==> src/sv/fcdp_pkg.sv <==
// Types and constants of the column frame store with per-page dirty marks.
package fcdp_pkg;

   localparam int WIDTH_DEF = 128;
   localparam int PAGES_DEF = 4;
   localparam int MAX_ROWS  = 64;
   localparam int MAX_PAGES = 8;

   localparam logic KIND_DRAW  = 1'b0;
   localparam logic KIND_FETCH = 1'b1;

   localparam logic [1:0] OP_REPLACE = 2'd0;
   localparam logic [1:0] OP_SET     = 2'd1;
   localparam logic [1:0] OP_CLEAR   = 2'd2;
   localparam logic [1:0] OP_NONE    = 2'd3;

   localparam logic STATUS_OK  = 1'b0;
   localparam logic STATUS_ERR = 1'b1;

   typedef struct packed {
      logic        kind;
      logic [7:0]  column;
      logic [7:0]  row;
      logic [7:0]  length;
      logic [31:0] pixel_bits;
      logic [1:0]  op;
      logic [3:0]  clear_mask;
   } req_type;

   typedef struct packed {
      logic        status;
      logic [31:0] column_data;
      logic [3:0]  dirty_pages;
   } rsp_type;

   // Column write-back, sized for the largest store.
   typedef struct packed {
      logic                 we;
      logic [MAX_ROWS-1:0]  pix;
      logic [MAX_PAGES-1:0] dirty;
   } upd_type;

endpackage

==> src/sv/fcdp_col_update.sv <==
// Merge of one item into its column: run masking, page compare, result fields.
module fcdp_col_update #(
   parameter int WIDTH = fcdp_pkg::WIDTH_DEF,
   parameter int PAGES = fcdp_pkg::PAGES_DEF
) (
   input  fcdp_pkg::req_type                req,
   input  logic [fcdp_pkg::MAX_ROWS-1:0]    old_pix,
   input  logic [fcdp_pkg::MAX_PAGES-1:0]   old_dirty,
   output fcdp_pkg::upd_type                upd,
   output fcdp_pkg::rsp_type                rsp
);

   localparam int ROWS = PAGES * 8;
   localparam logic [fcdp_pkg::MAX_ROWS-1:0] ROW_MASK =
      (ROWS >= fcdp_pkg::MAX_ROWS) ? {fcdp_pkg::MAX_ROWS{1'b1}}
                                   : ((64'd1 << ROWS) - 64'd1);
   localparam logic [fcdp_pkg::MAX_PAGES-1:0] PAGE_MASK =
      (PAGES >= fcdp_pkg::MAX_PAGES) ? {fcdp_pkg::MAX_PAGES{1'b1}}
                                     : 8'((9'd1 << PAGES) - 9'd1);

   logic                             col_err;
   logic                             run_err;
   logic [fcdp_pkg::MAX_ROWS-1:0]    len_mask;
   logic [fcdp_pkg::MAX_ROWS-1:0]    run_mask;
   logic [fcdp_pkg::MAX_ROWS-1:0]    src;
   logic [fcdp_pkg::MAX_ROWS-1:0]    new_pix;
   logic [fcdp_pkg::MAX_PAGES-1:0]   changed;
   logic [fcdp_pkg::MAX_PAGES-1:0]   new_dirty;
   logic                             draw_we;

   assign col_err = {1'b0, req.column} >= 9'(WIDTH);
   assign run_err = ({1'b0, req.row} + {1'b0, req.length}) > 9'(ROWS);

   // Run mask of length low ones, shifted to the start row
   assign len_mask = (req.length >= 8'd64) ? {fcdp_pkg::MAX_ROWS{1'b1}}
                   : ((64'd1 << req.length[5:0]) - 64'd1);
   assign run_mask = len_mask << req.row[5:0];
   assign src      = ({32'd0, req.pixel_bits} & len_mask) << req.row[5:0];

   always_comb begin
      case (req.op)
         fcdp_pkg::OP_REPLACE: new_pix = (old_pix & ~run_mask) | src;
         fcdp_pkg::OP_SET:     new_pix = old_pix | src;
         fcdp_pkg::OP_CLEAR:   new_pix = old_pix & ~src;
         default:              new_pix = old_pix;
      endcase
      new_pix = new_pix & ROW_MASK;
   end

   // Mark each page byte that differs
   always_comb begin
      for (int p = 0; p < fcdp_pkg::MAX_PAGES; p++) begin
         changed[p] = (old_pix[8*p +: 8] != new_pix[8*p +: 8]);
      end
   end

   assign new_dirty = (old_dirty | changed) & PAGE_MASK;
   assign draw_we   = (req.length != 8'd0) && (req.op != fcdp_pkg::OP_NONE);

   always_comb begin
      upd.we    = 1'b0;
      upd.pix   = old_pix;
      upd.dirty = old_dirty;
      rsp.status      = fcdp_pkg::STATUS_OK;
      rsp.column_data = old_pix[31:0];
      rsp.dirty_pages = old_dirty[3:0];
      if (col_err) begin
         rsp.status      = fcdp_pkg::STATUS_ERR;
         rsp.column_data = '0;
         rsp.dirty_pages = '0;
      end else if (req.kind == fcdp_pkg::KIND_FETCH) begin
         // Report marks before clearing the selected ones
         upd.we    = 1'b1;
         upd.dirty = old_dirty & ~{4'd0, req.clear_mask} & PAGE_MASK;
      end else if (run_err) begin
         rsp.status      = fcdp_pkg::STATUS_ERR;
         rsp.column_data = '0;
         rsp.dirty_pages = '0;
      end else if (draw_we) begin
         upd.we    = 1'b1;
         upd.pix   = new_pix;
         upd.dirty = new_dirty;
         rsp.column_data = new_pix[31:0];
         rsp.dirty_pages = new_dirty[3:0];
      end
   end

endmodule

==> src/sv/framebuffer_column_draw_dirty_pages.sv <==
// Top level of the column frame store with per-page dirty marks.
//
// Channels: an item on req_data is taken at a clock edge where start is high
// and busy is low; busy stays low, so an item may be given in every cycle.
// A draw item writes a run of pixels into one column (replace, set or clear)
// and marks every page byte it changes; a fetch item reports the column and
// its marks, then clears the marks picked by clear_mask.
// Each item yields one result on rsp_data, shown for one cycle with
// rsp_valid high: the accepting edge loads the item and reads the column
// memory, the next edge loads the result register and writes the column
// back. Throughput is one item per cycle; a back-to-back item on the same
// column takes the fresh column from a write-back bypass register.
// Reset clears the per-column valid bits at once, so every column reads as
// blank and clean straight away; no clearing pass is needed.
// The receiver cannot stall: each result must be taken in its cycle.
module framebuffer_column_draw_dirty_pages #(
   parameter int WIDTH = fcdp_pkg::WIDTH_DEF,
   parameter int PAGES = fcdp_pkg::PAGES_DEF
) (
   input  logic              clock,
   input  logic              reset,
   input  logic              start,
   output logic              busy,
   input  fcdp_pkg::req_type req_data,
   output logic              rsp_valid,
   output fcdp_pkg::rsp_type rsp_data
);

   localparam int ROWS  = PAGES * 8;
   localparam int IDX_W = (WIDTH > 1) ? $clog2(WIDTH) : 1;

   logic [ROWS-1:0]  pix_mem [WIDTH];
   logic [PAGES-1:0] dirty_mem [WIDTH];

   logic [WIDTH-1:0]  valid_ff;
   logic              req_vld_ff;
   fcdp_pkg::req_type req_ff;
   logic [ROWS-1:0]   rd_pix_ff;
   logic [PAGES-1:0]  rd_dirty_ff;
   logic              rd_vld_ff;
   logic              wr_en_ff;
   logic [IDX_W-1:0]  wr_idx_ff;
   logic [ROWS-1:0]   wr_pix_ff;
   logic [PAGES-1:0]  wr_dirty_ff;
   logic              rsp_valid_ff;
   fcdp_pkg::rsp_type rsp_ff;

   logic                              accept;
   logic [IDX_W-1:0]                  in_idx;
   logic [IDX_W-1:0]                  cur_idx;
   logic [fcdp_pkg::MAX_ROWS-1:0]     cur_pix;
   logic [fcdp_pkg::MAX_PAGES-1:0]    cur_dirty;
   fcdp_pkg::upd_type                 upd;
   fcdp_pkg::rsp_type                 rsp_in;
   logic                              wr_en;

   assign busy    = 1'b0;
   assign accept  = start && !busy;
   assign in_idx  = req_data.column[IDX_W-1:0];
   assign cur_idx = req_ff.column[IDX_W-1:0];

   // Take the last write-back first, then memory, else a blank column
   always_comb begin
      cur_pix   = '0;
      cur_dirty = '0;
      if (wr_en_ff && (wr_idx_ff == cur_idx)) begin
         cur_pix[ROWS-1:0]    = wr_pix_ff;
         cur_dirty[PAGES-1:0] = wr_dirty_ff;
      end else if (rd_vld_ff) begin
         cur_pix[ROWS-1:0]    = rd_pix_ff;
         cur_dirty[PAGES-1:0] = rd_dirty_ff;
      end
   end

   fcdp_col_update #(
      .WIDTH (WIDTH),
      .PAGES (PAGES)
   ) u_update (
      .req       (req_ff),
      .old_pix   (cur_pix),
      .old_dirty (cur_dirty),
      .upd       (upd),
      .rsp       (rsp_in)
   );

   assign wr_en = req_vld_ff && upd.we;

   always_ff @(posedge clock) begin
      if (accept) begin
         rd_pix_ff   <= pix_mem[in_idx];
         rd_dirty_ff <= dirty_mem[in_idx];
      end
      if (wr_en) begin
         pix_mem[cur_idx]   <= upd.pix[ROWS-1:0];
         dirty_mem[cur_idx] <= upd.dirty[PAGES-1:0];
      end
   end

   always_ff @(posedge clock) begin
      if (reset) begin
         valid_ff     <= '0;
         req_vld_ff   <= 1'b0;
         wr_en_ff     <= 1'b0;
         rsp_valid_ff <= 1'b0;
      end else begin
         if (wr_en) begin
            valid_ff[cur_idx] <= 1'b1;
         end
         req_vld_ff   <= accept;
         wr_en_ff     <= wr_en;
         rsp_valid_ff <= req_vld_ff;
      end
   end

   always_ff @(posedge clock) begin
      if (accept) begin
         req_ff    <= req_data;
         rd_vld_ff <= valid_ff[in_idx];
      end
      wr_idx_ff   <= cur_idx;
      wr_pix_ff   <= upd.pix[ROWS-1:0];
      wr_dirty_ff <= upd.dirty[PAGES-1:0];
      rsp_ff      <= rsp_in;
   end

   assign rsp_valid = rsp_valid_ff;
   assign rsp_data  = rsp_ff;

endmodule

==> config.mk <==
export PLATFORM = sky130hd
export DESIGN_NAME = framebuffer_column_draw_dirty_pages
export DESIGN_NICKNAME = d
export VERILOG_FILES = /design/src/sv/fcdp_pkg.sv /design/src/sv/fcdp_col_update.sv /design/src/sv/framebuffer_column_draw_dirty_pages.sv
export SDC_FILE = /design/constraint.sdc
export NUM_CORES = 2
export LEC_CHECK = 0
export BUFFER_PORTS_ARGS = -buffer_cell sky130_fd_sc_hd__buf_2
export CORE_MARGIN = 2
export CORE_UTILIZATION = 55
export DETAILED_ROUTE_END_ITERATION = 8
export HOLD_SLACK_MARGIN = 0.02
export PLACE_DENSITY = 0.8
export SETUP_SLACK_MARGIN = 0.02
export SLEW_MARGIN = 40
export SYNTH_ARGS = -nofsm -noshare
export SYNTH_HDL_FRONTEND = slang
export SYNTH_MEMORY_MAX_BITS = 65536
export SYNTH_SLANG_ARGS = --single-unit
==> constraint.sdc <==
create_clock -name clock -period 11.3 [get_ports clock]
set_input_delay 0.565 -clock clock [delete_from_list [all_inputs] [get_ports clock]]
set_output_delay 0.565 -clock clock [all_outputs]
set_load 0.1 [all_outputs]
Word level (Yosys, flattened, before mapping)
Memory sizes are Yosys's and may differ from the RTL's. A register that Yosys moved wholly into a read port is not among the register bits.
Index checks and enable logic that the tools add are counted.
{"block": "word_totals", "wordCells": 78, "ram_bits": 4608, "latchBits": 0, "inputBits": 66, "romBits": 0, "regBits": 275, "output_inout_bits": 39, "memories": 2}
{"block": "classes", "shifts": 3, "mul": 0, "magnitude_cmp": 6, "n_reduce_logical": 6, "eq_ne": 8, "n_addsub": 2, "div_mod_pow": 0, "bitwise": 11, "n_mux": 22}
{"name": "pix_mem", "depth": 128, "word_bits": 32, "rd": 1, "rd_clocked_by_memory_dff": 1, "write_ports": 1, "line": "framebuffer_column_draw_dirty_pages.sv:32", "source": "logic [ROWS-1:0] pix_mem [WIDTH];"}
{"name": "dirty_mem", "depth": 128, "word_bits": 4, "rd": 1, "rd_clocked_by_memory_dff": 1, "write_ports": 1, "line": "framebuffer_column_draw_dirty_pages.sv:33", "source": "logic [PAGES-1:0] dirty_mem [WIDTH];"}
{"op": "$mux W73", "count": 3}
{"op": "$mux W64", "count": 2}
{"op": "$or A128 B128 Y128", "count": 1}
{"op": "$shl A64 B6 Y32", "count": 2}
{"op": "$pmux W32 S3", "count": 1}
{"op": "$mux W36", "count": 2}
{"op": "$and A32 B32 Y32", "count": 2}
{"op": "$and A32 B64 Y64", "count": 1}
{"op": "$mux W32", "count": 2}
{"op": "$not A32 Y32", "count": 2}
{"op": "$or A32 B32 Y32", "count": 2}
{"op": "$shl A1 B6 Y64 const A", "count": 1}
{"op": "$sub A64 B1 Y64 const B", "count": 1}
{"op": "$mux W37", "count": 1}
{"op": "$ne A8 B8 Y1", "count": 4}
{"op": "$lt A7 B8 Y1 const B", "count": 2}
{"op": "$add A8 B8 Y9", "count": 1}
{"op": "$gt A9 B6 Y1 const B", "count": 1}
{"op": "$ge A8 B7 Y1 const B", "count": 1}
{"op": "$ge A8 B8 Y1 const B", "count": 1}
{"op": "$mux W4", "count": 2}
{"op": "$mux W8", "count": 1}
{"op": "$reduce_bool A8 Y1", "count": 1}
{"op": "$bmux W1 S7", "count": 1}
{"op": "12 further kinds", "count": 20}

Logic depth before layout (Yosys ltp)
{"block": "depth", "word_depth": 17, "mapped_depth": 19, "mapped_depth_nobuf": 14}

Hierarchy
Synthesis repeated with hierarchy kept, for this count alone.
{"block": "unflattened", "cells_unflattened": 8927, "hier_area_um2": 194506.5}
{"module": "framebuffer_column_draw_dirty_pages", "area_each_um2": 185290.2, "cells_per_inst": 7482, "seq_area_each_um2": 145599.6, "n_inst": 1}
{"module": "fcdp_col_update", "area_each_um2": 9216.3, "cells_per_inst": 1445, "seq_area_each_um2": 0.0, "n_inst": 1}

Worst setup path after synthesis
No wires, ideal clock.
{"block": "synth_timing", "path_type": "register to register", "start": "register req_ff[47] (netlist bit)", "end": "memory pix_mem[0][26] (netlist bit) (data pin)", "slack_ps": 1919, "stages_incl_launch_ff": 17, "t_arrival_ps": 8177, "setup_ps": 1204, "t_required_ps": 10096, "cell_sequence": "edfxtp_1 -> clkbuf_1 -> inv_1 -> clkbuf_1 -> clkbuf_1 -> buf_1 -> buf_1 -> fa_1 -> nor2b_1 -> o21ai_0 -> a21oi_1 -> nor2_1 -> o32ai_1 -> and4_1 -> clkbuf_1 -> clkbuf_1 -> o21ai_0"}
{"element": "start: declaration", "line": "framebuffer_column_draw_dirty_pages.sv:37", "source": "fcdp_pkg::req_type req_ff;"}
{"element": "start signal: assignment", "line": "framebuffer_column_draw_dirty_pages.sv:117", "source": "req_ff <= req_data;"}
{"element": "end: declaration", "line": "framebuffer_column_draw_dirty_pages.sv:32"}

==> impl_metrics.env <==
export IMPL_cp_arrival_ps=7650
export IMPL_clk_insertion_delay_late_ps=1050
export IMPL_hold_path_class="primary input to flop"
export IMPL_clock_root_buffer="clkbuf_16"
export IMPL_path_class="flop to flop"
export IMPL_register_area_um2=145600
export IMPL_vias=112311
export IMPL_avgRoutedWirePerCell_um=46.69
export IMPL_endpoint_kind="flop"
export IMPL_cap_violations=0
export IMPL_ys_types=120
export IMPL_critPathLaunchType="flop"
export IMPL_avgViaCountPerCell=7.680
export IMPL_initial_core_util_pct=55.22
export IMPL_firstDrtPassIters=9
export IMPL_async_reset_ff_share_pct=0
export IMPL_grt_pass1_vias=108700
export IMPL_fin_util_pct=62.16
export IMPL_grt_antenna_before_repair=127
export IMPL_cts_tree="yes"
export IMPL_htreeDepth=5
export IMPL_period_minus_slack_ps=6949
export IMPL_crit_family="simple AND/OR/NAND/NOR gates"
export IMPL_synth_seq_cells=4919
export IMPL_setup_violations=0
export IMPL_status="finished with violations"
export IMPL_num_rows=218
export IMPL_fin_ws_ps=4351
export IMPL_worst_path_max_delay_cell="nor4_2"
export IMPL_dp_worst_setup_slack_ps=4429
export IMPL_power_density_nw_per_um2=176.8
export IMPL_slew_headroom_pct=31.22
export IMPL_ir_worst_vdd_mv=0.1715
export IMPL_fmax_mhz=143.9
export IMPL_clk_path_buf_depth=4
export IMPL_cts_buffers=448
export IMPL_wirelength_mm=682.7
export IMPL_drtIter0Drc=22949
export IMPL_postCtsSetupBuffers=0
export IMPL_max_stage_delay_ps=790
export IMPL_synth_enable_flop_cells=4708
export IMPL_yosysSeqAreaShare_pct=74.82
export IMPL_ant_nets=0
export IMPL_clock_sinks=4919
export IMPL_clk_pin_slew_ps=80
export IMPL_core_area_um2=352400
export IMPL_fin_total_pwr_mw=38.72
export IMPL_io_buffers=103
export IMPL_io_pins=105
export IMPL_die_y_um=598.8
export IMPL_crit_fanout=80
export IMPL_slew_violations=0
export IMPL_fill_cells=21654
export IMPL_rsz0062_at_grt="no"
export IMPL_dieArea_um2=358600
export IMPL_synth_fp_nets=9094
export IMPL_synthesis_area_um2=194600
export IMPL_multi_input_area_um2=48260
export IMPL_avgSynthCellArea_um2=21.58
export IMPL_die_x_um=598.8
export IMPL_place_congestion=0.9886
export IMPL_min_period_over_period_pct=61.49
export IMPL_path_buf_inv=4
export IMPL_dp_hpwl_mm=350.2
export IMPL_synthFlopType="edfxtp_1"
export IMPL_grt_max_degree=136
export IMPL_clock_skew_ps=73.45
export IMPL_synthCells=9018
export IMPL_fin_setup_tns_ps=0
export IMPL_grt_use_total_pct=37.90
export IMPL_hold_viol_final=0
export IMPL_syn_to_final_growth_pct=12.57
export IMPL_worstPathCellList="buf_4 > nor4_4 > nand3_1 > ha_1 > buf_4 > nor4b_2 > nor3_1 > a22oi_1 > mux2i_1 > a211oi_1 > nor4_2 > o21ai_0 > o221a_2 > o22ai_1 > nand2_1 > o22ai_4 > buf_4 > buf_6"
export IMPL_drc=3
export IMPL_yosysWarnings=0
export IMPL_overflow=0
export IMPL_timing_hold_ws_ps=105.4
export IMPL_postCtsHoldBufs=57
export IMPL_layout_nets=9508
export IMPL_drive_gt1_share_pct=30.26
export IMPL_p_leak_nw=68.41
export IMPL_worst_path_most_repeated_cell="buf_4"
export IMPL_grt_pass1_wl_mm=923.4
export IMPL_cp_required_ps=12000
export IMPL_cts_resized=0
export IMPL_violations="DRC"
export IMPL_worstMarginPinSlew_ps=1025
==> worst paths after layout <==
kind              depth (start not counted)                          to  slack [ps]                 startpoint
setup / recovery                         18  pix_mem[116][16]$_DFFE_PP_        4350       req_ff[41]$_DFFE_PP_
hold / removal                            1         req_ff[0]$_DFFE_PP_         110                      start
setup reg to reg                         18  pix_mem[116][16]$_DFFE_PP_        4350       req_ff[41]$_DFFE_PP_
hold reg to reg                           2   valid_ff[70]$_SDFFE_PP0P_         460  valid_ff[70]$_SDFFE_PP0P_
==> per-layer routing <==
layer	GRT usage (%)	vias to the layer above	part of all wire [%]
li1	-	39293	-
met1	46.10	57282	31
met2	57.53	12738	46
met3	12.80	2916	15
met4	26.52	82	8.6
met5	0.01337	-	0.10
==> cell usage in the layout (no fill, tap or decap), types with 26 or more instances in the layout <==
cell type      count
o211ai_1          38
mux4_2          1555
a31oi_1           33
buf_2             96
mux2i_1           37
edfxtp_1        4708
nor2_4           125
buf_6             54
clkinv_2          99
dfxtp_1          211
dlygate4sd3_1     57
o21a_1            31
o21ai_0           85
clkinv_1         116
nor2_1           334
bufinv_16         32
nand2_1          206
nand3_1           61
buf_12            26
diode_2           69
buf_4            246
a21oi_1          256
clkbuf_16        451
clkbuf_1          92
a211oi_1          28
o22ai_1           43
nor3_1            42
nand2b_1          32
mux2_2            43
==> sequential cells by signal (all words and copies together), names as in the netlist <==
register / flops
cur_idx: 7
dirty_mem: 512
pix_mem: 4096
rd_dirty_ff: 4
rd_pix_ff: 32
rd_vld_ff: 1
req_ff: 56
req_vld_ff: 1
rsp_data: 37
rsp_valid: 1
valid_ff: 128
wr_dirty_ff: 4
wr_en_ff: 1
wr_idx_ff: 7
wr_pix_ff: 32
==> cell usage after synthesis (14+ instances only) <==
| library cell | count | share of area [%] |
|---|---|---|
| edfxtp_1 | 4708 | 73 |
| mux4_2 | 1555 | 18 |
| nor2_1 | 469 | 0.90 |
| clkbuf_1 | 395 | 0.76 |
| a21oi_1 | 266 | 0.68 |
| dfxtp_1 | 211 | 2.2 |
| nand2_1 | 210 | 0.41 |
| buf_1 | 107 | 0.21 |
| o21ai_0 | 93 | 0.24 |
| nand3_1 | 64 | 0.16 |
| o22ai_1 | 58 | 0.19 |
| nor3_1 | 54 | 0.14 |
| mux2_2 | 43 | 0.25 |
| o211ai_1 | 38 | 0.15 |
| mux2i_1 | 37 | 0.19 |
| a31oi_1 | 33 | 0.11 |
| nand2b_1 | 32 | 0.10 |
| buf_2 | 31 | 0.080 |
| o21a_1 | 31 | 0.12 |
| a211oi_1 | 30 | 0.12 |
| a22oi_1 | 24 | 0.093 |
| nor4_1 | 23 | 0.074 |
| a21o_1 | 21 | 0.081 |
| inv_1 | 21 | 0.041 |
| and3_1 | 19 | 0.061 |
| nor2b_1 | 19 | 0.061 |
| nand4_1 | 17 | 0.055 |
| o221ai_1 | 16 | 0.072 |
| o31ai_1 | 16 | 0.062 |
| a221oi_1 | 15 | 0.068 |
| o21ai_1 | 15 | 0.039 |
| and2_1 | 14 | 0.045 |
| o32ai_1 | 14 | 0.063 |
==> worst register-to-register path: stages, from the launching register on <==
cell,delay (ps)
edfxtp_1,370
buf_4,300
nor4_4,530
nand3_1,140
ha_1,190
buf_4,290
nor4b_2,290
nor3_1,670
a22oi_1,390
mux2i_1,360
a211oi_1,140
nor4_2,790
o21ai_0,200
o221a_2,190
o22ai_1,150
nand2_1,140
o22ai_4,200
buf_4,560
buf_6,630
==> area by class of cell <==
cell class / instances / area share, %
clock buffers: 552 / 5.367
multi-input cells: 3524 / 22.03
diodes: 69 / 0.07883
inverters: 25 / 0.04284
well taps: 4730 / 2.702
clock inverters: 290 / 1.150
flip-flops and latches: 4919 / 66.47
repair buffers: 514 / 2.156
==> kinds of logic after synthesis <==
family,share of synthesized area [%]
flops,74.82
mux,18.44
buf+inv,1.185
simple gates,2.348
other cells,0.001927
xor+xnor,0.05401
fa+ha+maj,0.06816
compound gates,3.083
==> stage by stage <==
stage / instance area [um2] / std cells
after floorplan: 194600 / 9018
after global placement: 202800 / 13615
after detailed placement: 203500 / 13634
after CTS: 218300 / 14533
after global routing: 218900 / 14562
final: 219000 / 14623
==> where the power goes <==
part / switching [mW] / internal [mW] / leakage, nW
combinational: 2.17 / 0.926 / 16.6
clock: 7.24 / 8.16 / 6.98
sequential: 0.0611 / 20.2 / 44.9
total: 9.46 / 29.3 / 68.4
(Power assumes the default switching activity.)
